$ cat config.mk
export PLATFORM = sky130hd
export DESIGN_NAME = bptc_ctrl
export DESIGN_NICKNAME = d
export VERILOG_FILES = /design/src/rtl/bptc_pkg.sv /design/src/rtl/bptc_ctrl.sv
export SDC_FILE = /design/constraint.sdc
export NUM_CORES = 1
export LEC_CHECK = 0
export ABC_AREA = 1
export ABC_CLOCK_PERIOD_IN_PS = 2300
export BUFFER_PORTS_ARGS = -buffer_cell sky130_fd_sc_hd__buf_2
export CAP_MARGIN = 20
export CORE_AREA = 2 2 39 41
export DETAILED_ROUTE_END_ITERATION = 7
export DIE_AREA = 0 0 41 43
export GPL_TIMING_DRIVEN = 0
export MAX_ROUTING_LAYER = met4
export PLACE_DENSITY = 0.56
export SLEW_MARGIN = 15
export SYNTH_ARGS = -nofsm -noshare
export SYNTH_HDL_FRONTEND = slang
export SYNTH_SLANG_ARGS = --single-unit
$ cat constraint.sdc
create_clock -name clk_i -period 2.3 [get_ports clk_i]
set_clock_uncertainty 0.1 [all_clocks]
set_input_delay 0.115 -clock clk_i [delete_from_list [all_inputs] [get_ports clk_i]]
set_output_delay 0.115 -clock clk_i [all_outputs]
set_load 0.01 [all_outputs]
$ cat src/rtl/bptc_pkg.sv
package bptc_pkg;

  localparam int RawW      = 24;
  localparam int CoeffW    = 16;
  localparam int CfgIdxW   = 3;
  localparam int NumStages = 10;

  // stage enables handed to each datapath module
  localparam int FrontFirst = 0;
  localparam int CorrFirst  = 3;
  localparam int PressFirst = 6;

  localparam logic [CfgIdxW-1:0] RegSensCoeff      = 3'd0;
  localparam logic [CfgIdxW-1:0] RegOffsetCoeff    = 3'd1;
  localparam logic [CfgIdxW-1:0] RegSensTempCoeff  = 3'd2;
  localparam logic [CfgIdxW-1:0] RegOffsetTempCoeff = 3'd3;
  localparam logic [CfgIdxW-1:0] RegRefTempCoeff   = 3'd4;
  localparam logic [CfgIdxW-1:0] RegTempSlopeCoeff = 3'd5;

  typedef struct packed {
    logic [RawW-1:0] raw_pressure;
    logic [RawW-1:0] raw_temperature;
  } in_t;

  typedef struct packed {
    logic signed [15:0] temperature;
    logic [17:0]        pressure;
    logic               saturated;
  } out_t;

  typedef struct packed {
    logic [CoeffW-1:0] sens_coeff;
    logic [CoeffW-1:0] offset_coeff;
    logic [CoeffW-1:0] sens_temp_coeff;
    logic [CoeffW-1:0] offset_temp_coeff;
    logic [CoeffW-1:0] ref_temp_coeff;
    logic [CoeffW-1:0] temp_slope_coeff;
  } cfg_t;

  // first-order terms
  typedef struct packed {
    logic [RawW-1:0]    d1;
    logic signed [19:0] temp;
    logic signed [35:0] off;
    logic signed [34:0] sens;
    logic [17:0]        t2;
  } front_t;

  // corrected offset/sensitivity and finished temperature
  typedef struct packed {
    logic [RawW-1:0]    d1;
    logic signed [39:0] offc;
    logic signed [39:0] sensc;
    logic signed [15:0] temperature;
    logic               tsat;
  } corr_t;

endpackage

$ cat src/rtl/bptc_ctrl.sv
module bptc_ctrl (
  input  logic                              clk_i,
  input  logic                              rst_ni,
  input  logic                              in_valid_i,
  output logic                              in_stall_o,
  input  logic                              out_stall_i,
  output logic                              out_valid_o,
  output logic [bptc_pkg::NumStages-1:0]    en_o
);

  localparam int N = bptc_pkg::NumStages;

  logic [N-1:0] valid_q, valid_d;
  logic [N-1:0] ready;

  // a stage moves when it is empty or the stage after it moves
  always_comb begin
    ready[N-1] = !valid_q[N-1] || !out_stall_i;
    for (int k = N - 2; k >= 0; k--) begin
      ready[k] = !valid_q[k] || ready[k+1];
    end
  end

  always_comb begin
    valid_d[0] = ready[0] ? in_valid_i : valid_q[0];
    for (int k = 1; k < N; k++) begin
      valid_d[k] = ready[k] ? valid_q[k-1] : valid_q[k];
    end
  end

  always_ff @(posedge clk_i or negedge rst_ni) begin
    if (!rst_ni) begin
      valid_q <= '0;
    end else begin
      valid_q <= valid_d;
    end
  end

  assign en_o        = ready;
  assign in_stall_o  = !ready[0];
  assign out_valid_o = valid_q[N-1];

endmodule

==> After elaboration in Yosys (flattened, before gate mapping) <==
Cells that the tools add are included.
{ "classes": {"n_reduce_logical": 22} }
{ "ops": {"columns": ["operator", "n"], "rows": [
  ["$logic_not 1->1", 12],
  ["$logic_or 1x1->1", 10]
]} }
{ "word_totals": {"output_inout_bits": 12, "reg_bits": 10, "wordCells": 32, "in_bits": 4} }

==> Logic depth before layout (Yosys ltp) <==
{ "depth": {"depth_word": 12, "mapped_depth": 6, "depth_no_buf": 6} }

==> Worst setup path after synthesis <==
No wires, ideal clock.
{ "synth_timing": {"kind": "reg2out", "from": "reg valid_q[9]", "to": "out in_stall_o", "stages_incl_launch_ff": 7, "slack_ps": 843, "arrival_ps": 1242, "path_buffers": 0, "t_required_ps": 2085, "path_cell_list": "dfrtp_1 > nand3_2 > nor2_4 > nand4_4 > nor2_8 > nand4_4 > inv_2"} }
{ "synth_between": {"elab_chain_cells": 12} }
{ "synth_lines": {"columns": ["item", "line", "text"], "rows": [
  ["start: declaration", "bptc_ctrl.sv:13", "logic [N-1:0] valid_q, valid_d;"],
  ["start signal: assignment", "bptc_ctrl.sv:35", "valid_q <= valid_d;"],
  ["$logic_not 1->1", "bptc_ctrl.sv:18", "ready[N-1] = !valid_q[N-1] || !out_stall_i;"],
  ["$logic_or 1x1->1", "bptc_ctrl.sv:18", null],
  ["$logic_or 1x1->1", "bptc_ctrl.sv:20", "ready[k] = !valid_q[k] || ready[k+1];"],
  ["named net en_o, one bit", "bptc_ctrl.sv:8", "output logic [bptc_pkg::NumStages-1:0] en_o"],
  ["$logic_or 1x1->1 (4 in series)", "bptc_ctrl.sv:20", null],
  ["named net en_o, one bit", "bptc_ctrl.sv:8", null],
  ["$logic_or 1x1->1 (4 in series)", "bptc_ctrl.sv:20", null],
  ["named net en_o, one bit", "bptc_ctrl.sv:8", null],
  ["$logic_not 1->1", "bptc_ctrl.sv:40", "assign in_stall_o = !ready[0];"],
  ["end: declaration", "bptc_ctrl.sv:5", "output logic in_stall_o,"]
]} }
The timed path passes the listed nets, and every way through them passes these cells.

==> Final worst setup path <==
{ "layout_timing": {"from": "in out_stall_i", "to": "out in_stall_o"} }
{ "layout_between": {"elab_chain_cells": 12} }
{ "layout_lines": {"columns": ["item", "line", "text"], "rows": [
  ["start: declaration", "bptc_ctrl.sv:6", "input logic out_stall_i,"],
  ["$logic_not 1->1", "bptc_ctrl.sv:18", null],
  ["$logic_or 1x1->1", "bptc_ctrl.sv:18", null],
  ["$logic_or 1x1->1 (9 in series)", "bptc_ctrl.sv:20", null],
  ["$logic_not 1->1", "bptc_ctrl.sv:40", null]
]} }
No other way between the ends.

==> impl_metrics.tcl <==
set metrics [dict create \
    run_status "complete, no violations" \
    synthCells 41 \
    core.rowCount 14 \
    first_pass_iters 1 \
    synth-seq-area-share_pct 56.0 \
    fp.dieH_um 43 \
    relSlewSlack_pct 84.3 \
    clk_latency_ns 0.25 \
    clk_pin_slew_ns 0.06 \
    fin_crit_ns 1.79 \
    die_area_um2 1760 \
    ctsHoldBuffers 3 \
    worstSetupEndpointType "output port" \
    grt_pass1_vias 310 \
    synth_top_cell_by_area "dfrtp_1" \
    critPathMaxFanout 5 \
    die_w_um 41 \
    pwr_density_cell_nw_per_um2 905 \
    yosysUniqueCellTypes 12 \
    dpl_cell_area_um2 542 \
    top_regs "valid_q (10)" \
    drv_slew 0 \
    syn_avg_cell_area_um2 10.9 \
    num_io_pins 16 \
    synth_top_area_share_pct 56.0 \
    numCtsBuffers 3 \
    rr_worst_depth 6 \
    met1_length_um 311 \
    routed_wl_um 724 \
    drc 0 \
    min_path_type "primary input to asynchronous set/reset pin" \
    nFillCells 150 \
    postCtsSetupRepairBufs 0 \
    path_class "primary input to output port" \
    peakVddDrop_mv 0.300 \
    regArea_um2 250 \
    io_buffers 15 \
    clkSinkCount 10 \
    cts_root_buffer "clkbuf_4" \
    synth_seq_cells 10 \
    setup_violations 0 \
    maxCapViolations 0 \
    h-tree-depth 1 \
    period_share_pct 78.0 \
    wl_per_cell_um 9.28 \
    cp_data_arrival_time_ns 1.58 \
    fp.coreArea_um2 1380 \
    syn2layout_area_growth_pct 33.1 \
    routed.top_layer "met3" \
    routabilityCongestion 0.606 \
    cts_tree "yes" \
    layout_common_cells "buf_2 (15), nand2_1 (10), inv_1 (10), dfrtp_1 (10)" \
    met3_length_um 61 \
    grt_start_max_net_pins 11 \
    ys_warn_count 0 \
    worstMarginPinSlew_ns 0.236 \
    required_ns 2.09 \
    largest_reg_flops 10 \
    post_cts_resize_count 0 \
    via_per_inst 4.18 \
    postLayoutCellArea_um2 594 \
    synth_area_leaders "dfrtp_1 (56%), nand4_4 (9.5%), inv_1 (8.4%), nand2_1 (8.4%), nand3_2 (4.5%)" \
    grt_overflow 0 \
    dr_wl_met2_um 351 \
    finalHoldViolCount 0 \
    drive_above_1_share_pct 43.5 \
    clockBufferDepth 2 \
    fmax_mhz 557 \
    track_usage_pct 10.2 \
    syn_area_um2 447 \
    ant_nets 0 \
    grt_pass1_wl_um 1150 \
    cellLeakagePower_uw 0.000316 \
    rsz0062_at_grt "no" \
    regMostFlops "valid_q" \
    antenna_found_initial 0 \
    start_kind "primary input" \
    multi_input_area_um2 155 \
    antenna_cells 0 \
    dr.first_iter.drc_count 0 \
    dp_hpwl_um 582 \
    synth_nets 45 \
    nets 68 \
    start_util_pct 32.3 \
    final_common_cell "buf_2" \
    vias 326 \
    finalSetupTns_ns 0 \
]
-- kinds of logic after synthesis --
kind of cell           after synthesis  synth area share, %
and+or+nand+nor                     20                 34.7
buffers and inverters               11                 9.24
DFF                                 10                 56.0
-- worst max-delay path, stage by stage --
cell	delay [ns]
dlygate4sd3_1	0.52
buf_2	0.11
nand3_2	0.10
nor2_4	0.16
nand4_4	0.14
nor2_8	0.16
nand4_4	0.11
inv_2	0.06
buf_2	0.11
-- report_power, final --
part / switching, µW / total (µW) / internal (µW) / leakage, µW
Combinational: 106 / 180 / 74.0 / 0.000200
Sequential: 35.9 / 248 / 212 / 0.000102
Clock: 50.6 / 111 / 59.9 / 0.0000138
-- cell type report --
cell class,instances,share of cell area (%)
inverter,11,6.95
timing repair buffer,18,17.7
clock buffer,3,3.79
multi-input combinational,20,26.1
sequential,10,42.1
tap,16,3.37
-- Yosys cell counts (all sizes together) --
cell / number
nand4: 2
nand3: 3
dfrtp: 10
or2: 2
nor2: 2
inv: 11
nand2: 11
-- per-layer routing --
metal	up-vias	global-route usage (%)
met3	0	3.14
met1	148	11.7
met5	-	-
met4	0	6.00
li1	165	-
met2	13	15.0
-- path summary, 6_finish.rpt --
kind,from,to,slack (ns)
setup / recovery,out_stall_i,in_stall_o,0.51
hold / removal,rst_ni,valid_q[6],0.15
setup reg to reg,valid_q[9],valid_q[0],1.02
hold reg to reg,valid_q[7],valid_q[8],0.39
max in group asynchronous,rst_ni,valid_q[8],1.75
min in group clk_i,valid_q[7],valid_q[8],0.39
-- per-stage QoR --
step / hold slack (ns) / utilization (%) / setup WS (ns) / power, µW / instances
floorplan: -0.281 / - / 0.843 / 371 / 41
global placement: -0.110 / 39.2 / 0.870 / 429 / 72
detailed placement: -0.107 / 39.2 / 0.850 / 433 / 72
CTS: 0.150 / 42.9 / 0.469 / 553 / 78
global route: 0.172 / 42.9 / 0.372 / 580 / 78
finish: 0.151 / 42.9 / 0.506 / 538 / 78
Power figures use the tool's default switching activity.
