File: config.mk
export PLATFORM = sky130hd
export DESIGN_NAME = bptc_press
export DESIGN_NICKNAME = d
export VERILOG_FILES = /design/src/rtl/bptc_pkg.sv /design/src/rtl/bptc_press.sv
export SDC_FILE = /design/constraint.sdc
export NUM_CORES = 2
export LEC_CHECK = 0
export ABC_AREA = 1
export BUFFER_PORTS_ARGS = -buffer_cell sky130_fd_sc_hd__buf_2
export CAP_MARGIN = 20
export CORE_MARGIN = 4
export CORE_UTILIZATION = 50
export DETAILED_ROUTE_END_ITERATION = 10
export PLACE_DENSITY = 0.78
export SYNTH_ARGS = -nofsm -noshare
export SYNTH_HDL_FRONTEND = slang
export SYNTH_SLANG_ARGS = --single-unit
File: constraint.sdc
create_clock -name clk_i -period 12.6 [get_ports clk_i]
set_clock_uncertainty 0.1 [all_clocks]
set_input_delay 1.26 -clock clk_i [delete_from_list [all_inputs] [get_ports clk_i]]
set_output_delay 1.26 -clock clk_i [all_outputs]
set_load 0.02 [all_outputs]
File: src/rtl/bptc_pkg.sv
package bptc_pkg;

  localparam int RawW      = 24;
  localparam int CoeffW    = 16;
  localparam int CfgIdxW   = 3;
  localparam int NumStages = 10;

  // stage enables handed to each datapath module
  localparam int FrontFirst = 0;
  localparam int CorrFirst  = 3;
  localparam int PressFirst = 6;

  localparam logic [CfgIdxW-1:0] RegSensCoeff      = 3'd0;
  localparam logic [CfgIdxW-1:0] RegOffsetCoeff    = 3'd1;
  localparam logic [CfgIdxW-1:0] RegSensTempCoeff  = 3'd2;
  localparam logic [CfgIdxW-1:0] RegOffsetTempCoeff = 3'd3;
  localparam logic [CfgIdxW-1:0] RegRefTempCoeff   = 3'd4;
  localparam logic [CfgIdxW-1:0] RegTempSlopeCoeff = 3'd5;

  typedef struct packed {
    logic [RawW-1:0] raw_pressure;
    logic [RawW-1:0] raw_temperature;
  } in_t;

  typedef struct packed {
    logic signed [15:0] temperature;
    logic [17:0]        pressure;
    logic               saturated;
  } out_t;

  typedef struct packed {
    logic [CoeffW-1:0] sens_coeff;
    logic [CoeffW-1:0] offset_coeff;
    logic [CoeffW-1:0] sens_temp_coeff;
    logic [CoeffW-1:0] offset_temp_coeff;
    logic [CoeffW-1:0] ref_temp_coeff;
    logic [CoeffW-1:0] temp_slope_coeff;
  } cfg_t;

  // first-order terms
  typedef struct packed {
    logic [RawW-1:0]    d1;
    logic signed [19:0] temp;
    logic signed [35:0] off;
    logic signed [34:0] sens;
    logic [17:0]        t2;
  } front_t;

  // corrected offset/sensitivity and finished temperature
  typedef struct packed {
    logic [RawW-1:0]    d1;
    logic signed [39:0] offc;
    logic signed [39:0] sensc;
    logic signed [15:0] temperature;
    logic               tsat;
  } corr_t;

endpackage

File: src/rtl/bptc_press.sv
module bptc_press (
  input  logic              clk_i,
  input  logic [3:0]        en_i,
  input  bptc_pkg::corr_t   corr_i,
  output bptc_pkg::out_t    res_o
);

  // stage 6: D1 * SENS' as two partial products
  logic [43:0]        pp_lo_d, pp_lo_q;
  logic signed [44:0] pp_hi_d, pp_hi_q;
  logic signed [39:0] offc_6_q;
  logic signed [15:0] tout_6_q;
  logic               tsat_6_q;

  assign pp_lo_d = corr_i.d1 * corr_i.sensc[19:0];
  assign pp_hi_d = $signed({1'b0, corr_i.d1}) * $signed(corr_i.sensc[39:20]);

  always_ff @(posedge clk_i) begin
    if (en_i[0]) begin
      pp_lo_q  <= pp_lo_d;
      pp_hi_q  <= pp_hi_d;
      offc_6_q <= corr_i.offc;
      tout_6_q <= corr_i.temperature;
      tsat_6_q <= corr_i.tsat;
    end
  end

  // stage 7: recombine
  logic signed [63:0] hi_ext, prod_d, prod_q;
  logic signed [39:0] offc_7_q;
  logic signed [15:0] tout_7_q;
  logic               tsat_7_q;

  assign hi_ext = pp_hi_q;
  assign prod_d = (hi_ext <<< 20) + $signed({20'b0, pp_lo_q});

  always_ff @(posedge clk_i) begin
    if (en_i[1]) begin
      prod_q   <= prod_d;
      offc_7_q <= offc_6_q;
      tout_7_q <= tout_6_q;
      tsat_7_q <= tsat_6_q;
    end
  end

  // stage 8: (D1*SENS' >> 21) - OFF'
  logic signed [43:0] prod_sh, x_d, x_q;
  logic signed [15:0] tout_8_q;
  logic               tsat_8_q;

  assign prod_sh = 44'(prod_q >>> 21);
  assign x_d     = prod_sh - offc_7_q;

  always_ff @(posedge clk_i) begin
    if (en_i[2]) begin
      x_q      <= x_d;
      tout_8_q <= tout_7_q;
      tsat_8_q <= tsat_7_q;
    end
  end

  // stage 9: >> 15, clip, output register
  logic signed [28:0] p;
  logic [17:0]        pres_d;
  logic               psat_d;
  bptc_pkg::out_t     res_q;

  assign p = 29'(x_q >>> 15);

  always_comb begin
    psat_d = 1'b1;
    if (p < 29'sd0) begin
      pres_d = '0;
    end else if (p > 29'sd262143) begin
      pres_d = '1;
    end else begin
      pres_d = p[17:0];
      psat_d = 1'b0;
    end
  end

  always_ff @(posedge clk_i) begin
    if (en_i[3]) begin
      res_q.temperature <= tout_8_q;
      res_q.pressure    <= pres_d;
      res_q.saturated   <= tsat_8_q | psat_d;
    end
  end

  assign res_o = res_q;

endmodule

== Yosys cells after proc, flatten, opt, wreduce, memory -nomap -nowiden ==
Index checks and enable logic that the tools add are counted.
W data, S select, Z words.
Word-level totals
  flip-flop bits (word level): 362
  input bits: 126
  output and inout port bits: 35
  logic and storage cells: 25
Cells by class
  $add $sub $neg: 2
  $mul: 2
  $lt $le $gt $ge: 2
  multiplexer cells: 3
  bitwise gates (word level): 1
Operators with widths (number)
  $add A64 B45 Y64: 1
  $mul A24 B20 Y44: 1
  $mul A25 B20 Y44: 1
  $sub A43 B40 Y44: 1
  $gt A29 B19 Y1 const B: 1
  $lt A29 B1 Y1 const B: 1
  $mux W18: 1
  $mux W1: 2
  $or A1 B1 Y1: 1

== Logic depth before layout (Yosys ltp) ==
  depth after elaboration: 4
  depth in mapped cells: 29
  depth with buffers taken out: 27

== Worst setup path before layout ==
No wires, ideal clock.
  path type: input-to-reg
  start: input port corr_i[114] (netlist bit)
  end: register pp_lo_q[42] (data pin)
  setup time: 0.252 ns
  data arrival time: 6.482 ns
  data required time: 12.248 ns
  setup slack: 5.766 ns
  cell stages on the path: 26
  buffers on the path: 1
  cell sequence: clkbuf_1 nand2_1 fa_1 inv_1 fa_1 inv_1 fa_1 inv_1 fa_1 fa_1 fa_1 inv_1 fa_1 inv_1 ha_1 nand2_1 nor2_1 inv_1 nor2_1 inv_1 nor3_1 nand2_1 nand2_1 nand2_1 nand3_1 nand2_1
On the way
  longest elaborated chain between the ends: 1
Ends and longest elaborated chain
  from (decl): RTL line bptc_press.sv:4  | input bptc_pkg::corr_t corr_i,
  $mul A24 B20 Y44: RTL line bptc_press.sv:15  | assign pp_lo_d = corr_i.d1 * corr_i.sensc[19:0];
  named net pp_lo_d[42]: RTL line bptc_press.sv:9  | logic [43:0] pp_lo_d, pp_lo_q;
  to (signal assigned): RTL line bptc_press.sv:20  | pp_lo_q <= pp_lo_d;
  to (decl): RTL line bptc_press.sv:9
The timed path passes the listed nets, and every way through them passes these cells.
A chain may end at the register's enable or synchronous reset.

== Worst setup path in the final report ==
  start: input port corr_i[102] (netlist bit)
  end: register pp_hi_q[38] (data pin)
On the way
  longest elaborated chain between the ends: 1
Ends and longest elaborated chain
  $mul A25 B20 Y44: RTL line bptc_press.sv:16  | assign pp_hi_d = $signed({1'b0, corr_i.d1}) * $signed(corr_i.sensc[39:20]);
  named net pp_hi_d[38]: RTL line bptc_press.sv:10  | logic signed [44:0] pp_hi_d, pp_hi_q;
  to (signal assigned): RTL line bptc_press.sv:21  | pp_hi_q <= pp_hi_d;
  to (decl): RTL line bptc_press.sv:10
The timed path passes the listed nets, and every way through them passes these cells.

==> impl_metrics.ini <==
[place]
gp_congestion = 0.952
dpl_cell_area_um2 = 49700
portBuffers = 160
pre_cts_ws_ns = 4.72
dp_hpwl_um = 103000

[synthesis]
ys.flop_type = edfxtp_1
ys_seq_area_share_pct = 19.2
synthArstFlopShare_pct = 0
postSynthAreaPerCell_um2 = 8.20
ys_warn_count = 0
syn_inst = 5836
post_synth_num_cell_types = 50
syn-num-nets = 7139
synth-seq-cells = 306
synth-edff-count = 306
syn-cell-area_um2 = 47900

[worst_setup_path]
cp-end-kind = flop
cp_slowest_cell = buf_2
worst_path_most_repeated_cell = fa_1
r2r_slack_ns = 9.93
startpoint_type = input port
critPathBufInv = 6
critPathKind = input port to flop
cp.arrival_ns = 7.58
r2r_start = offc_7_q[19]
reg2reg_to = x_q[37]
critPathRequiredTime_ns = 12.85
critPathTopFamily = adder cells
reg2reg_depth = 9
crit_fanout = 40
max_stage_delay_ns = 0.81
path_cells = buf_2, nand2_1, inv_1, fa_1, inv_1, fa_1, fa_1, fa_1, inv_1, fa_1, fa_1, inv_1, fa_1, inv_1, ha_1, a21oi_1, o21ai_0, a21oi_1, nand3_1, nand2_1, nand2_1, nand2_1, nand2_1

[sta]
post-route-min-period_ns = 7.33
max_freq_mhz = 137
setup_tns_ns = 0
grt_setup_unrepaired = false
setup_viol = 0
slew_violations = 0
finalHoldViolations = 0
tightestPinTransition_ns = 1.10
slew-limit-headroom_pct = 26.7
fin_ws_ns = 5.27
timing.final.crit_share_pct = 58.1

[layout]
postLayoutCoreUtil_pct = 53.4
nFillCells = 8804
drive_gt1_share_pct = 5.02
final_nets = 7173
post-route-cell-area_um2 = 50700
multi_input_area_um2 = 32000
seq_area_um2 = 9190
synthToLayoutAreaGrowth_pct = 5.90

[clock_network]
cts_root_buffer = clkbuf_16
ctsResizeCount = 0
cts_tree = done
cts.path.max_buffers = 3
hold_buffers = 0
clock-sinks = 306
cts_setup_buffers = 0
h-tree-depth = 1
clk_pin_slew_ns = 0.07
worstSkewPairLatency_ns = 0.60
cts_buffers = 31

[grt]
overflow = 0
grt_usage_pct = 26.5
grt_pass1_vias = 40800
grt_pass1_wl_um = 214000
grt_max_degree = 76
antenna_found_initial = 3

[floorplan]
core_um2 = 95000
rows = 113
io_pins = 161
die-area_um2 = 101000
initial_core_util_pct = 50.4
die_h_um = 317
die_x_um = 317

[route]
drc = 0
wl_per_cell_um = 18.4
drt-total-wl_um = 132000
vias = 37900
via_per_inst = 5.29
dr.pass1.iters = 6
ant_nets = 0
drtIter0Drc = 3133

[hold_path]
hold_path_end = tout_8_q[3]
hold_start = tout_7_q[3]
min_path_cells = 0
hp-class = flop to flop

[run_status]
status = finished, final reports clean

[run]
drv_cap = 0
[per-layer routing]
layer / track usage [%] / up-vias / wire, um
met5: 0 / - / 9
met4: 9.35 / 2 / 5260
met3: 3.98 / 353 / 12000
met2: 44.1 / 1827 / 61200
met1: 35.5 / 18400 / 53200
li1: - / 17300 / -
[cell families after synthesis]
| family | count (synthesis) | synth area share [%] |
|---|---|---|
| and+or+nand+nor | 2073 | 17.4 |
| adders and majority gates | 1177 | 43.1 |
| buffers and inverters | 1788 | 14.0 |
| AOI/OAI and AO/OA | 403 | 4.72 |
| DFF | 306 | 19.2 |
| xor gates and xnor gates | 89 | 1.63 |
[sequential cells by signal (all words and copies together), names as in the netlist, 16 cells and up]
name      count
res_o        35
offc_7_q     40
pp_lo_q      24
offc_6_q     40
tout_6_q     16
tout_7_q     16
x_q          29
tout_8_q     16
prod_q       43
pp_hi_q      44
[layout by cell type (no fill, tap or decap), drive strengths merged, types with 2 or more instances in the layout]
| master | n |
|---|---|
| ha | 392 |
| a21boi | 7 |
| and3 | 2 |
| fa | 785 |
| buf | 179 |
| and2 | 3 |
| xnor2 | 17 |
| nand3 | 123 |
| inv | 1615 |
| o21bai | 22 |
| clkinv | 17 |
| o21ai | 129 |
| nor2 | 294 |
| or2 | 14 |
| nor4 | 11 |
| clkinvlp | 4 |
| nand3b | 3 |
| xor2 | 72 |
| o211ai | 5 |
| diode | 2 |
| edfxtp | 306 |
| o311ai | 2 |
| nand2 | 1551 |
| nor3 | 35 |
| a31oi | 6 |
| o21a | 19 |
| a21o | 17 |
| a21oi | 194 |
| nand4 | 34 |
| clkbuf | 32 |
[worst reg2reg max path: cells and delay by family, from the launching register on]
family	cells	cell delay (ns)
buf+inv	1	0.06
compound gates	1	0.61
flops	1	0.42
fa+ha+maj	1	0.35
simple gates	6	0.90
[area by class of cell]
class                      count  area share (%)
tap                         1265            3.12
sequential                   306            18.1
antenna                        2         0.00987
clock buffer                  32            1.54
timing repair buffer         179            1.87
inverter                    1610            11.9
multi-input combinational   3742            63.1
clock inverter                26           0.345
[worst max-delay path by stage]
stage | startpoint | to | cells past startpoint | slack [ns]
floorplan | corr_i[114] | pp_lo_q[42] | 26 | 5.77
global placement | corr_i[118] | pp_hi_q[40] | 23 | 4.84
CTS | corr_i[118] | pp_hi_q[40] | 23 | 5.35
global route | corr_i[116] | pp_hi_q[41] | 23 | 5.01
finish | corr_i[102] | pp_hi_q[38] | 23 | 5.27
detailed placement | corr_i[116] | pp_hi_q[39] | 23 | 4.72
[metrics by stage]
stage / cells / hold slack, ns
2_1_floorplan: 5836 / 0.300
3_3_place_gp: 7102 / 0.301
3_5_place_dp: 7102 / 0.305
4_1_cts: 7160 / 0.313
5_1_grt: 7162 / 0.322
6_report: 7162 / 0.313
[synth_stat cells, types with 13 or more instances]
master    count  area, um^2
a21o_1       17         128
a21oi_1     193         966
clkbuf_1    173         649
edfxtp_1    306        9190
fa_1        785       15700
ha_1        392        4900
inv_1      1599        6000
nand2_1    1545        5800
nand3_1     121         606
nand4_1      34         213
nor2_1      283        1060
nor3_1       25         125
o21a_1       19         143
o21ai_0     114         571
o21bai_1     20         150
or2_2        13        81.3
xnor2_1      17         149
xor2_1       72         631
Power is left out: the tool's default activity adds up to more than one toggle a clock period on the data nets, which glitch-free logic cannot reach.
