$ cat src/rtl/bptc_pkg.sv
package bptc_pkg;

  localparam int RawW      = 24;
  localparam int CoeffW    = 16;
  localparam int CfgIdxW   = 3;
  localparam int NumStages = 10;

  // stage enables handed to each datapath module
  localparam int FrontFirst = 0;
  localparam int CorrFirst  = 3;
  localparam int PressFirst = 6;

  localparam logic [CfgIdxW-1:0] RegSensCoeff      = 3'd0;
  localparam logic [CfgIdxW-1:0] RegOffsetCoeff    = 3'd1;
  localparam logic [CfgIdxW-1:0] RegSensTempCoeff  = 3'd2;
  localparam logic [CfgIdxW-1:0] RegOffsetTempCoeff = 3'd3;
  localparam logic [CfgIdxW-1:0] RegRefTempCoeff   = 3'd4;
  localparam logic [CfgIdxW-1:0] RegTempSlopeCoeff = 3'd5;

  typedef struct packed {
    logic [RawW-1:0] raw_pressure;
    logic [RawW-1:0] raw_temperature;
  } in_t;

  typedef struct packed {
    logic signed [15:0] temperature;
    logic [17:0]        pressure;
    logic               saturated;
  } out_t;

  typedef struct packed {
    logic [CoeffW-1:0] sens_coeff;
    logic [CoeffW-1:0] offset_coeff;
    logic [CoeffW-1:0] sens_temp_coeff;
    logic [CoeffW-1:0] offset_temp_coeff;
    logic [CoeffW-1:0] ref_temp_coeff;
    logic [CoeffW-1:0] temp_slope_coeff;
  } cfg_t;

  // first-order terms
  typedef struct packed {
    logic [RawW-1:0]    d1;
    logic signed [19:0] temp;
    logic signed [35:0] off;
    logic signed [34:0] sens;
    logic [17:0]        t2;
  } front_t;

  // corrected offset/sensitivity and finished temperature
  typedef struct packed {
    logic [RawW-1:0]    d1;
    logic signed [39:0] offc;
    logic signed [39:0] sensc;
    logic signed [15:0] temperature;
    logic               tsat;
  } corr_t;

endpackage

$ cat src/rtl/bptc_front.sv
module bptc_front #(
  parameter int ADC_BITS = 24
) (
  input  logic                  clk_i,
  input  logic [2:0]            en_i,
  input  bptc_pkg::in_t         in_i,
  input  bptc_pkg::cfg_t        cfg_i,
  output bptc_pkg::front_t      res_o
);

  localparam int RawW = bptc_pkg::RawW;
  localparam logic [RawW-1:0] AdcMask =
    RawW'(({1'b0, {RawW{1'b1}}}) >> (RawW - ADC_BITS));

  // stage 0: masked readings, dT
  logic [RawW-1:0]    d1_0_q;
  logic signed [24:0] dt_0_q, dt_d;

  assign dt_d = $signed({1'b0, in_i.raw_temperature & AdcMask})
              - $signed({1'b0, cfg_i.ref_temp_coeff, 8'b0});

  always_ff @(posedge clk_i) begin
    if (en_i[0]) begin
      d1_0_q <= in_i.raw_pressure & AdcMask;
      dt_0_q <= dt_d;
    end
  end

  // stage 1: the four dT products
  logic [RawW-1:0]    d1_1_q;
  logic signed [41:0] p_ts_q, p_o_q, p_s_q;
  logic signed [41:0] p_ts_d, p_o_d, p_s_d;
  logic signed [49:0] p_dd_q, p_dd_d;

  assign p_ts_d = dt_0_q * $signed({1'b0, cfg_i.temp_slope_coeff});
  assign p_o_d  = dt_0_q * $signed({1'b0, cfg_i.offset_temp_coeff});
  assign p_s_d  = dt_0_q * $signed({1'b0, cfg_i.sens_temp_coeff});
  assign p_dd_d = dt_0_q * dt_0_q;

  always_ff @(posedge clk_i) begin
    if (en_i[1]) begin
      d1_1_q <= d1_0_q;
      p_ts_q <= p_ts_d;
      p_o_q  <= p_o_d;
      p_s_q  <= p_s_d;
      p_dd_q <= p_dd_d;
    end
  end

  // stage 2: first-order TEMP, OFF, SENS and T2
  bptc_pkg::front_t res_q;
  logic signed [19:0] temp_d;
  logic signed [35:0] off_d;
  logic signed [34:0] sens_d;

  assign temp_d = 20'(p_ts_q >>> 23) + 20'sd2000;
  assign off_d  = $signed({4'b0, cfg_i.offset_coeff, 16'b0}) + 36'(p_o_q >>> 7);
  assign sens_d = $signed({4'b0, cfg_i.sens_coeff, 15'b0}) + 35'(p_s_q >>> 8);

  always_ff @(posedge clk_i) begin
    if (en_i[2]) begin
      res_q.d1   <= d1_1_q;
      res_q.temp <= temp_d;
      res_q.off  <= off_d;
      res_q.sens <= sens_d;
      res_q.t2   <= p_dd_q[48:31];
    end
  end

  assign res_o = res_q;

endmodule

$ cat config.mk
export PLATFORM = sky130hd
export DESIGN_NAME = bptc_front
export DESIGN_NICKNAME = d
export VERILOG_FILES = /design/src/rtl/bptc_pkg.sv /design/src/rtl/bptc_front.sv
export SDC_FILE = /design/constraint.sdc
export NUM_CORES = 2
export LEC_CHECK = 0
export BUFFER_PORTS_ARGS = -buffer_cell sky130_fd_sc_hd__buf_2
export CORE_MARGIN = 1
export CORE_UTILIZATION = 60
export DETAILED_ROUTE_END_ITERATION = 7
export GPL_TIMING_DRIVEN = 0
export PLACE_DENSITY = 0.78
export SYNTH_ARGS = -nofsm -noshare
export SYNTH_HDL_FRONTEND = slang
export SYNTH_SLANG_ARGS = --single-unit
$ cat constraint.sdc
create_clock -name clk_i -period 10.5 [get_ports clk_i]
set_input_delay 2.1 -clock clk_i [delete_from_list [all_inputs] [get_ports clk_i]]
set_output_delay 2.1 -clock clk_i [all_outputs]
set_load 0.01 [all_outputs]
; After elaboration in Yosys (flattened, before gate mapping)
; Index checks and enable logic that the tools add are counted.
[totals]
reg_bits = 381
in_bits = 148
output_inout_bits = 133
[classes]
add_sub_neg = 4
n_mul = 4
[op_table]
columns = cell, count
row1 = 25-bit by 17-bit multiplier with 42-bit output, 3
row2 = 25-bit by 25-bit multiplier with 49-bit output, 1
row3 = 33-bit by 35-bit adder with 36-bit output, 1
row4 = 32-bit by 34-bit adder with 35-bit output, 1
row5 = 24-bit by 24-bit subtractor with 25-bit output, 1
row6 = 19-bit by 12-bit adder with 20-bit output (second input constant), 1

; Logic depth before layout (Yosys ltp)
[logic_depth]
ltp_word = 1
depth_mapped = 29
mapped_depth_nobuf = 27

; Worst setup path after synthesis
; No wires, ideal clock.
[synth_timing]
path_kind = input port to flip-flop
startpoint = input port cfg_i[5] in the netlist's numbering
endpoint = register p_ts_q[31], data pin
setup_time_ps = 258
arrival_time_ps = 7909
slack_ps = 2333
stages = 25
n_path_buf = 2
path_cell_list = clkbuf_1 clkbuf_1 nand2_1 fa_1 inv_1 fa_1 inv_1 fa_1 inv_1 fa_1 inv_1 fa_1 inv_1 fa_1 ha_1 a211oi_1 nand2_1 a2111oi_0 a21oi_1 o21ai_2 a211oi_1 o21a_1 o21a_1 or2_1 xor2_1
[synth_via]
elab_chain_cells = 1
[synth_lines]
columns = item, line_no
row1 = "start, declared", bptc_front.sv:7  ; input bptc_pkg::cfg_t cfg_i,
row2 = 25-bit by 17-bit multiplier with 42-bit output, bptc_front.sv:35  ; assign p_ts_d = dt_0_q * $signed({1'b0, cfg_i.temp_slope_coeff});
row3 = net p_ts_d[31], bptc_front.sv:32  ; logic signed [41:0] p_ts_d, p_o_d, p_s_d;
row4 = "end signal, assigned", bptc_front.sv:43  ; p_ts_q <= p_ts_d;
row5 = "end, declared", bptc_front.sv:31  ; logic signed [41:0] p_ts_q, p_o_q, p_s_q;
; The timed path passes the listed nets, and every way through them passes these cells.
; A chain may end at the register's enable or synchronous reset.

; Final worst setup path
[layout_timing]
startpoint = register dt_0_q[18]
endpoint = register p_dd_q[48], data pin
[layout_via]
elab_chain_cells = 1
[layout_lines]
columns = item, line_no
row1 = "start, declared", bptc_front.sv:17  ; logic signed [24:0] dt_0_q, dt_d;
row2 = "start signal, assigned", bptc_front.sv:25  ; dt_0_q <= dt_d;
row3 = 25-bit by 25-bit multiplier with 49-bit output, bptc_front.sv:38  ; assign p_dd_d = dt_0_q * dt_0_q;
row4 = net p_dd_d[48], bptc_front.sv:33  ; logic signed [49:0] p_dd_q, p_dd_d;
row5 = "end signal, assigned", bptc_front.sv:46  ; p_dd_q <= p_dd_d;
row6 = "end, declared", bptc_front.sv:33
; The timed path passes the listed nets, and every way through them passes these cells.

==> summary.txt <==
die height: 350 um
Nets: 10000
clock buffer depth: 3
DRT Pass-1 Iters: 7
min Tclk post-route: 10400 ps
hold path startpoint: d1_0_q[15]
FFs w/ async S/R, synth: 0%
Netlist cell types: 76
GPL Wtd Cong: 1.06
Avg Inst Size Synth: 9.95 sq um
status: complete, but fails checks
fill count: 9793
count of flip-flops with a built-in enable after synthesis: 312
mapped cell area: 72700 sq um
PortBufs: 271
met2 usage: 60.2%
hold path depth: 0
RSZ-0062 raised after global routing: no
WL final: 234 mm
Worst R2R Path Depth: 26
top cell type's share of synthesized area: 48.7%
Hold Path End: d1_1_q[15]
reg-to-reg endpoint: p_dd_q[48]
setup slack, reg-to-reg: 100 ps
# resized after CTS: 0
Worst Hold Class: reg2reg
layout cell share with drive strength beyond 1: 4.72%
main flop type after synthesis: edfxtp_1
Placement Setup Slack: 272 ps
number of max-slew violations in the final report: 166
Iteration-0 DRC Markers: 5160
final-report hold violation count: 0
Rel. slew slack: -21.9%
drt via density: 5.67
Setup crit end kind: flop
routed len/inst: 25.1 um
Fin Setup TNS: 0 ps
Max Cap Violations: 16
area of the multi-input gates: 54600 sq um
RR Startpoint: dt_0_q[18]
grt peak-use layer: met2
Crit Path Max Fanout: 10
sequential share of the synthesized area: 12.9%
H-Tree Depth: 2
count of warnings emitted by yosys: 0
failing checks: max-capacitance violations, max-slew violations
core area: 120000 sq um
final period utilization: 99.0%
Antenna Nets Post-Route: 0
Starting Density: 60.6%
clock sink total: 312
DR vias: 52800
Die ar.: 123000 sq um
Final WS setup: 102 ps
total track usage: 39.8%
largest net degree at the start of global routing: 99
GRT met3 Usage: 11.8%
first-pass GRT wire length: 347 mm
I/O Pins: 281
Slew @ Worst Pin: 1830 ps
final setup vio count: 0
Hold Buf Count CTS: 0
Mapped Cells: 7305
DP Wirelength: 191 mm
critical path class: reg2reg
register area: 9370 sq um
clock buffer count from CTS: 35
Reg clk slew, reported paths: 60 ps
synthesis-stage register bit count: 312
Worst EP required: 10860 ps
initial antenna violation count: 59
leading post-synthesis cells by cell area: fa_1 49%, edfxtp_1 13%, inv_1 10%, ha_1 8.6%, and2_1 5.2%
root buffer cell: clkbuf_16
number of global-route vias before repair: 55700
Die Wd: 350 um
Area Growth Syn to Fin: 6.52%
Setup Buffers After CTS: 0
global route overflow: 0
dominant cell type by area after synthesis: fa_1
fmax: 0.0962 GHz
Worst EP arrival: 10750 ps
routing usage on met1: 51.0%
row cnt: 127
Critical Path Source Type: flop
Worst-Skew Late Latency: 610 ps
Mapped Nets: 9722
clock skew: 20.6 ps
DRC Markers: 0
CTS tree: yes
==> synthesized netlist by cell type (all sizes together), types with 8 or more instances <==
cell type,number
nand4,13
nor2,133
nor2b,45
a211oi,20
o21a,27
clkbuf,303
a31oi,11
a21o,52
xnor2,135
ha,502
inv,2027
xor2,49
and2,606
nand2b,18
a21oi,96
nor3,32
or3,8
edfxtp,312
and3,19
nand3,23
nand2,946
fa,1767
o21bai,13
o21ai,54
==> worst max path at each step <==
| stage | startpoint | to | slack [ps] | cells after the start |
|---|---|---|---|---|
| 2_1_floorplan | cfg_i[5] | p_ts_q[31] | 2330 | 25 |
| 3_3_place_gp | dt_0_q[9] | p_dd_q[48] | 320 | 26 |
| 3_5_place_dp | dt_0_q[9] | p_dd_q[48] | 270 | 26 |
| 4_1_cts | dt_0_q[9] | p_dd_q[48] | 220 | 26 |
| 5_1_grt | dt_0_q[2] | p_dd_q[48] | 90 | 26 |
| 6_report | dt_0_q[18] | p_dd_q[48] | 100 | 26 |
==> layer usage <==
metal	wire length [um]	vias to the layer above	part of all wire, %
met4	16700	20	7.2
met5	383	-	0.16
met2	104000	3247	44
met1	83500	26900	36
li1	-	21800	-
met3	29300	823	13
==> through the flow <==
step	instances	hold slack, ps	cell area (sq um)	utilization (%)
final	9313	404	77400	64.5
after global routing	9275	402	77300	64.4
after CTS	9253	401	77200	64.4
after detailed placement	9191	405	76100	63.5
after global placement	9188	401	76000	63.4
after floorplan	7305	400	72700	-
==> registers in the layout, indices dropped and copies added, names as in the netlist <==
name and cells:
dt_0_q 25, p_s_q 34, p_o_q 35, d1_0_q 24, res_o 133, p_dd_q 18, d1_1_q 24, p_ts_q 19
==> logic make-up (layout without fill, tap and decap cells) <==
group	after synthesis	in the layout	share of synthesized area (%)
adders and majority gates	2269	2269	57.3
DFF	312	312	12.9
and+or+nand+nor	1871	1871	12.4
muxes	2	2	0.0275
other	0	58	0
buffers and inverters	2331	2669	12.0
xor gates and xnor gates	184	184	2.22
AOI/OAI and AO/OA	336	336	3.13
==> worst max-delay path, stage by stage, from the launching register on <==
cell	delay, ps
edfxtp_1	480
clkbuf_1	1130
clkbuf_1	1130
nand2_1	360
fa_1	640
inv_1	50
fa_1	520
inv_1	50
fa_1	470
fa_1	540
inv_1	50
fa_1	500
fa_1	500
inv_1	50
fa_1	470
inv_1	40
ha_1	330
nand3_1	180
or3_1	410
a221o_1	260
a31oi_1	570
o211ai_2	250
o21ai_2	380
a221oi_2	170
o2111ai_2	290
a21oi_1	120
xnor2_1	140
==> cell usage in the layout (no fill, tap or decap), types with 12 or more instances in the layout <==
cell type  instances
nand4_1           12
nor3_1            32
o21ai_1           15
nand3_1           23
nor2b_1           45
ha_1             502
clkbuf_2          13
o21bai_1          12
a21oi_1           95
xor2_1            49
diode_2           58
o21ai_0           37
and2_1           606
inv_1           2027
nor2_1           132
nand2_1          946
xnor2_1          135
clkbuf_1         297
clkbuf_16         35
fa_1            1767
o21a_1            27
and3_1            19
edfxtp_1         312
nand2b_1          18
buf_2            269
a21o_1            51
a211oi_1          19
==> layout make-up <==
type,instances,share of cell area (%)
multi-input combinational,4662,70.5
sequential,312,12.1
inverter,2027,9.83
tap,1612,2.61
timing repair buffer,276,1.91
buffer,304,1.50
clock buffer,43,1.17
clock inverter,19,0.221
antenna,58,0.187
Power is left out: the tool's default activity adds up to more than one toggle a clock period on the data nets, which glitch-free logic cannot reach.
