==> src/rtl/bptc_pkg.sv <==
package bptc_pkg;

  localparam int RawW      = 24;
  localparam int CoeffW    = 16;
  localparam int CfgIdxW   = 3;
  localparam int NumStages = 10;

  // stage enables handed to each datapath module
  localparam int FrontFirst = 0;
  localparam int CorrFirst  = 3;
  localparam int PressFirst = 6;

  localparam logic [CfgIdxW-1:0] RegSensCoeff      = 3'd0;
  localparam logic [CfgIdxW-1:0] RegOffsetCoeff    = 3'd1;
  localparam logic [CfgIdxW-1:0] RegSensTempCoeff  = 3'd2;
  localparam logic [CfgIdxW-1:0] RegOffsetTempCoeff = 3'd3;
  localparam logic [CfgIdxW-1:0] RegRefTempCoeff   = 3'd4;
  localparam logic [CfgIdxW-1:0] RegTempSlopeCoeff = 3'd5;

  typedef struct packed {
    logic [RawW-1:0] raw_pressure;
    logic [RawW-1:0] raw_temperature;
  } in_t;

  typedef struct packed {
    logic signed [15:0] temperature;
    logic [17:0]        pressure;
    logic               saturated;
  } out_t;

  typedef struct packed {
    logic [CoeffW-1:0] sens_coeff;
    logic [CoeffW-1:0] offset_coeff;
    logic [CoeffW-1:0] sens_temp_coeff;
    logic [CoeffW-1:0] offset_temp_coeff;
    logic [CoeffW-1:0] ref_temp_coeff;
    logic [CoeffW-1:0] temp_slope_coeff;
  } cfg_t;

  // first-order terms
  typedef struct packed {
    logic [RawW-1:0]    d1;
    logic signed [19:0] temp;
    logic signed [35:0] off;
    logic signed [34:0] sens;
    logic [17:0]        t2;
  } front_t;

  // corrected offset/sensitivity and finished temperature
  typedef struct packed {
    logic [RawW-1:0]    d1;
    logic signed [39:0] offc;
    logic signed [39:0] sensc;
    logic signed [15:0] temperature;
    logic               tsat;
  } corr_t;

endpackage

==> src/rtl/bptc_corr.sv <==
module bptc_corr (
  input  logic              clk_i,
  input  logic [2:0]        en_i,
  input  bptc_pkg::front_t  front_i,
  output bptc_pkg::corr_t   res_o
);

  // stage 3: squares for the low-temperature correction
  logic signed [19:0] temp;
  logic signed [20:0] ta, tb, tc_d;
  logic signed [41:0] a_sq, b_sq;
  logic               lt_d, lt15_d;

  assign temp   = front_i.temp;
  assign ta     = temp - 21'sd2000;
  assign tb     = temp + 21'sd1500;
  assign a_sq   = ta * ta;
  assign b_sq   = tb * tb;
  assign lt_d   = temp < 20'sd2000;
  assign lt15_d = temp < -20'sd1500;
  assign tc_d   = lt_d ? temp - $signed({1'b0, front_i.t2}) : temp;

  logic [23:0]        d1_3_q;
  logic [34:0]        a_3_q, b_3_q;
  logic               lt_3_q, lt15_3_q;
  logic signed [20:0] tc_3_q;
  logic signed [35:0] off_3_q;
  logic signed [34:0] sens_3_q;

  always_ff @(posedge clk_i) begin
    if (en_i[0]) begin
      d1_3_q   <= front_i.d1;
      a_3_q    <= a_sq[34:0];
      b_3_q    <= b_sq[34:0];
      lt_3_q   <= lt_d;
      lt15_3_q <= lt15_d;
      tc_3_q   <= tc_d;
      off_3_q  <= front_i.off;
      sens_3_q <= front_i.sens;
    end
  end

  // stage 4: OFF2, SENS2 by shift-add; clip temperature
  logic [37:0] a5, b7, b11, off2_d, sens2_d;
  logic signed [15:0] tout_d;
  logic               tsat_d;

  assign a5  = ({3'b0, a_3_q} << 2) + {3'b0, a_3_q};
  assign b7  = ({3'b0, b_3_q} << 3) - {3'b0, b_3_q};
  assign b11 = ({3'b0, b_3_q} << 3) + ({3'b0, b_3_q} << 1) + {3'b0, b_3_q};

  always_comb begin
    off2_d  = '0;
    sens2_d = '0;
    if (lt_3_q) begin
      off2_d  = a5 >> 1;
      sens2_d = a5 >> 2;
      if (lt15_3_q) begin
        off2_d  = (a5 >> 1) + b7;
        sens2_d = (a5 >> 2) + (b11 >> 1);
      end
    end
  end

  always_comb begin
    tsat_d = 1'b1;
    if (tc_3_q > 21'sd32767) begin
      tout_d = 16'sh7FFF;
    end else if (tc_3_q < -21'sd32768) begin
      tout_d = 16'sh8000;
    end else begin
      tout_d = tc_3_q[15:0];
      tsat_d = 1'b0;
    end
  end

  logic [23:0]        d1_4_q;
  logic [37:0]        off2_4_q, sens2_4_q;
  logic signed [35:0] off_4_q;
  logic signed [34:0] sens_4_q;
  logic signed [15:0] tout_4_q;
  logic               tsat_4_q;

  always_ff @(posedge clk_i) begin
    if (en_i[1]) begin
      d1_4_q    <= d1_3_q;
      off2_4_q  <= off2_d;
      sens2_4_q <= sens2_d;
      off_4_q   <= off_3_q;
      sens_4_q  <= sens_3_q;
      tout_4_q  <= tout_d;
      tsat_4_q  <= tsat_d;
    end
  end

  // stage 5: OFF' and SENS'
  bptc_pkg::corr_t    res_q;
  logic signed [39:0] offc_d, sensc_d;

  assign offc_d  = off_4_q - $signed({2'b0, off2_4_q});
  assign sensc_d = sens_4_q - $signed({2'b0, sens2_4_q});

  always_ff @(posedge clk_i) begin
    if (en_i[2]) begin
      res_q.d1          <= d1_4_q;
      res_q.offc        <= offc_d;
      res_q.sensc       <= sensc_d;
      res_q.temperature <= tout_4_q;
      res_q.tsat        <= tsat_4_q;
    end
  end

  assign res_o = res_q;

endmodule

==> config.mk <==
export PLATFORM = sky130hd
export DESIGN_NAME = bptc_corr
export DESIGN_NICKNAME = d
export VERILOG_FILES = /design/src/rtl/bptc_pkg.sv /design/src/rtl/bptc_corr.sv
export SDC_FILE = /design/constraint.sdc
export NUM_CORES = 2
export LEC_CHECK = 0
export ABC_AREA = 0
export CAP_MARGIN = 40
export CORE_MARGIN = 8
export CORE_UTILIZATION = 30
export DETAILED_ROUTE_END_ITERATION = 7
export DONT_BUFFER_PORTS = 1
export PLACE_DENSITY_LB_ADDON = 0.3
export REMOVE_ABC_BUFFERS = 1
export SETUP_SLACK_MARGIN = 0.05
export SYNTH_ARGS = -nofsm -noshare
export SYNTH_HDL_FRONTEND = slang
export SYNTH_SLANG_ARGS = --single-unit
export TNS_END_PERCENT = 5
==> constraint.sdc <==
create_clock -name clk_i -period 9.1 [get_ports clk_i]
set_input_delay 0.455 -clock clk_i [delete_from_list [all_inputs] [get_ports clk_i]]
set_output_delay 0.455 -clock clk_i [all_outputs]
set_load 0.02 [all_outputs]
**After elaboration in Yosys (flattened, before gate mapping)**

Cells that the tools add are included.

- $mul: 2
- Bitwise operators: 0
- Reductions and logical operators: 1
- Mux-type cells: 5
- Shift operators: 0
- $lt $le $gt $ge: 4
- Divide/modulo/power cells: 0
- $add $sub $neg: 11
- Equality and inequality tests: 0

Operators with widths:

| kind | number |
|---|---|
| $mul A21 B21 Y35 | 2 |
| $lt A20 B12 Y1 const B | 2 |
| $sub A35 B39 Y40 | 1 |
| $sub A36 B39 Y40 | 1 |
| $add A36 B37 Y38 | 1 |
| $add A37 B35 Y38 | 1 |
| $add A37 B38 Y38 | 1 |
| $add A38 B35 Y38 | 1 |
| $add A38 B36 Y38 | 1 |
| $sub A38 B35 Y38 | 1 |
| $mux W37 | 1 |
| $mux W36 | 1 |
| $add A20 B12 Y21 const B | 1 |
| $gt A21 B16 Y1 const B | 1 |
| $lt A21 B16 Y1 const B | 1 |
| $mux W21 | 1 |
| $sub A20 B12 Y21 const B | 1 |
| $sub A20 B19 Y21 | 1 |
| $mux W16 | 1 |
| $reduce_and A2 Y1 | 1 |
| $mux W1 | 1 |

- Bits in latches: 0
- Flip-flop bits (word level): 497
- ROM bits: 0
- Output and inout bits: 121
- Memories: 0
- Bits of input ports: 137
- Logic and storage cells: 45
- RAM bits: 0

**Logic depth before layout (Yosys ltp)**

- Depth after elaboration: 4
- Depth in mapped cells: 35
- Mapped depth without buffers: 33

**Worst setup path before layout**

No wires, ideal clock.

- Kind: in2reg
- Start point: in front_i[92] (netlist name)
- End point: reg b_3_q[33], data pin
- Stages: 32
- Data arrival time: 8168 ps
- Setup time: 263 ps
- Required time: 8837 ps
- Setup slack: 669 ps
- Buffers on the path: 3
- Cell sequence: clkbuf_1 > inv_1 > clkbuf_1 > ha_1 > inv_1 > a211oi_1 > nor2b_1 > xnor2_1 > inv_1 > clkbuf_1 > nand2_1 > fa_1 > inv_1 > fa_1 > inv_1 > fa_1 > inv_1 > fa_1 > inv_1 > fa_1 > fa_1 > fa_1 > inv_1 > ha_1 > nand2_1 > a211o_1 > nand3b_1 > a41o_1 > a21oi_1 > a2111oi_0 > a311oi_1 > xnor2_1

- Word-level cells in the longest chain between the ends: 2

Ends and longest elaborated chain:

| what | line | RTL |
|---|---|---|
| start: declaration | bptc_corr.sv:4 | `input bptc_pkg::front_t front_i,` |
| $add A20 B12 Y21 | bptc_corr.sv:16 | `assign tb = temp + 21'sd1500;` |
| $mul A21 B21 Y35 | bptc_corr.sv:18 | `assign b_sq = tb * tb;` |
| via b_sq[33] | bptc_corr.sv:11 | `logic signed [41:0] a_sq, b_sq;` |
| end signal: assignment | bptc_corr.sv:34 | `b_3_q <= b_sq[34:0];` |
| end: declaration | bptc_corr.sv:24 | `logic [34:0] a_3_q, b_3_q;` |

The timed path passes the listed nets, and every way through them passes these cells.
A chain may end at the register's enable or synchronous reset.

**Final worst setup path**

Ends and elaborated chain as after synthesis.

==> impl_results.md <==
- Main combinational cell family by area after synthesis: adder cells
- DRT antenna net count: 0
- DRC viols: 0
- Distinct cells, synth: 89
- Sequential area share after synthesis: 27.1%
- Area share of fa/ha/maj cells after synthesis: 38.9%
- Share of cells above drive strength 1: 3.79%
- Synthesis-to-finish area growth: 11.5%
- Post-synthesis simple-gate area fraction: 9.44%
- Status: complete, no violations
- Crit-path max FO: 18
- Compound-gate portion of the synthesized area: 10.6%
- Clock Pin Slew Worst Setup and Hold Paths: 0.06 ns
- Multiplexer area fraction after synthesis: 0.0367%
- RSZ-0062 raised after global routing: false
- Overall routed net length: 146 mm
- Post-synth EDFFs: 493
- CP Launch Point: front_i[92]
- Total track usage: 14.7%
- Worst Hold Depth: 2
- Initial Utilization: 30.2%
- Nature of the critical path endpoint: flop
- I/O Buffers: 0
- Final TNS setup: 0 ns
- Setup CP Type: input port to flop
- Cts repair resizes: 0
- Slowest cell delay on critical path: 0.58 ns
- Clock Sinks: 493
- Total die area: 196000 um^2
- Width of the die: 443 um
- Final Skew: 0.0301 ns
- I/O pins: 258
- Synthesized flop and latch total: 493
- Warning count from the yosys run: 0
- Vias in the first global route: 39900
- Max frequency: 127 MHz
- Max Buffers Root-to-Sink: 3
- First-pass DRT Iterations: 5
- Max H-tree Level: 2
- Clk root buf: clkbuf_16
- Slew at the pin with the worst max-slew slack: 0.821 ns
- Startpoint Class: input port
- RR Startpoint: a_3_q[2]$_DFFE_PP_
- CORE AREA: 181000 um^2
- Final setup vio count: 0
- Routed len/inst: 18.5 um
- R2R Setup Slk: 2.27 ns
- Syn avg cell area: 10.2 um^2
- Worst-Skew Late Latency: 0.65 ns
- Hold path endpoint: tc_3_q[11]$_DFFE_PP_
- Vias per cell: 4.74
- Worst Min Path Start: front_i[100]
- Fin crit period: 7.86 ns
- Worst slew margin relative to its limit: 45.2%
- Synthesized cell area: 54600 um^2
- Critical-path top delay cell: fa_1
- CTS tree: done
- Post-synthesis cell count: 5333
- Pin count of the biggest net entering global routing: 122
- Final net count: 6837
- Fraction of the cycle the final worst path needs: 86.4%
- Initial antenna violation count: 4
- Die height: 443 um
- Async SR Flop Fraction: 0%
- Max cap viols: 0
- Count of final hold-check violations: 0
- Predominant post-synthesis flop cell: edfxtp_1
- Routed via count: 37400
- Rows: 156
- Post-DP HPWL: 116 mm
- First-pass GRT wire length: 230 mm
- Worst path arrival time: 8.24 ns
- Required time worst endpoint: 9.48 ns
- CP most frequent cell: inv_1
- Post-Synth XOR/XNOR Area: 5.25%
- CTS buffer count: 55
- Iter 0 DRT Violations: 2252
- Total gr overflow: 0
- Worst-case reg-to-reg path depth: 20
- R2r endpoint: off2_4_q[32]$_SDFFCE_PN0P_
- Final slew viol count: 0
- Final GP Congestion: 0.879
- Worst Hold Class: input port to flop
==> how the worst max path moves through the flow <==
stage,endpoint,slack (ns),cells past startpoint
4_1_cts,b_3_q[33]$_DFFE_PP_,1.31,29
2_1_floorplan,b_3_q[34]$_DFFE_PP_,0.88,26
6_report,b_3_q[33]$_DFFE_PP_,1.24,29
5_1_grt,b_3_q[33]$_DFFE_PP_,0.71,30
3_5_place_dp,b_3_q[33]$_DFFE_PP_,0.60,29
3_3_place_gp,b_3_q[33]$_DFFE_PP_,0.68,29
==> cell usage in the layout (no fill, tap or decap), drive strengths merged, types with 109 or more instances in the layout <==
cell type	n
a21oi	255
fa	774
dlygate4sd3	109
o21ai	150
inv	1150
a21o	118
xnor2	223
nor2	380
nand2	400
edfxtp	493
ha	459
==> per-stage QoR <==
| stage | hold WS, ns | util (%) | setup slack, ns | cell area, um^2 | instances |
|---|---|---|---|---|---|
| final | 0.0824 | 33.7 | 1.24 | 60800 | 7883 |
| after global routing | 0.0859 | 33.7 | 0.714 | 60800 | 7882 |
| after CTS | 0.0175 | 33.7 | 1.31 | 60800 | 7882 |
| after detailed placement | 0.405 | 31.9 | 0.596 | 57700 | 7663 |
| after global placement | 0.401 | 31.9 | 0.680 | 57600 | 7661 |
| after floorplan | 0.400 | - | 0.885 | 54200 | 5231 |
==> final cells by class <==
cell class,count,area [um^2]
Inverter,1150,4320
Fill cell,18400,120000
Clock buffer,56,1380
Antenna cell,1,2.50
Clock inverter,46,512
Multi-Input combinational cell,3588,35100
Sequential cell,493,14800
Tap cell,2370,2970
Timing Repair Buffer,179,1790
==> logic make-up after synthesis <==
kind of cell             Yosys count
AO/OA/AOI/OAI                    879
XOR/XNOR                         326
adder cells (fa/ha/maj)         1233
buffers and inverters           1252
flip-flops                       493
multiplexers                       2
other                              1
AND/OR/NAND/NOR                 1147
==> timing repair <==
action | CTS | global route
setup buffers | 0 | 0
hold endpoints to repair | 460 | 0
hold buffers | 117 | 0
==> per-layer routing <==
metal  vias to the layer above  track usage (%)  share of wire, %
met1                     18600             20.3                46
met4                         6             3.52               2.6
met2                      1004             24.2                45
met3                       184             2.61               5.9
li1                      17600                -                 -
met5                         -                0             0.029
==> Yosys cell counts, types with 8 or more instances <==
cell / n / share of area (%)
nor2b_1: 52 / 0.60
nand3_1: 52 / 0.48
xor2_1: 102 / 1.6
edfxtp_1: 493 / 27
a311oi_1: 8 / 0.13
o21ai_0: 98 / 0.90
buf_1: 9 / 0.062
inv_1: 1136 / 7.8
a21o_1: 118 / 1.6
o41ai_1: 8 / 0.13
a31oi_1: 36 / 0.41
a21boi_0: 18 / 0.25
xnor2_1: 223 / 3.6
clkbuf_1: 89 / 0.61
o21ai_1: 52 / 0.48
nor4_1: 14 / 0.16
nand2_1: 400 / 2.8
a22o_1: 13 / 0.21
ha_1: 459 / 11
and3_1: 24 / 0.28
fa_1: 774 / 28
nand4_1: 20 / 0.23
nor2_1: 378 / 2.6
nand2b_1: 56 / 0.64
nor3_1: 59 / 0.54
o22ai_1: 10 / 0.11
or3_1: 22 / 0.25
a211oi_1: 29 / 0.40
o31ai_1: 13 / 0.18
and2_1: 28 / 0.32
a21boi_1: 17 / 0.23
a31o_2: 10 / 0.16
inv_2: 9 / 0.062
o21bai_1: 38 / 0.52
o211ai_1: 22 / 0.30
o21a_1: 52 / 0.72
a21oi_1: 255 / 2.3
==> registers in the layout (all words and copies together), names as in the netlist <==
signal	count
lt15_3_q	1
b_3_q	32
lt_3_q	1
tsat_4_q	1
res_o	121
off_3_q	36
off_4_q	36
sens_3_q	35
d1_3_q	24
sens2_4_q	38
sens_4_q	35
tout_4_q	16
off2_4_q	38
tc_3_q	21
a_3_q	34
d1_4_q	24
==> worst max-delay path, delay by kind of cell <==
kind            cells  cell delay, ns
buf+inv             8            0.97
compound gates      6            1.67
xor+xnor            2            0.28
fa+ha+maj           9            4.21
simple gates        4            0.62
Power is not shown: default switching activity piles up to over one toggle a cycle in this logic, so the estimate is an artifact.
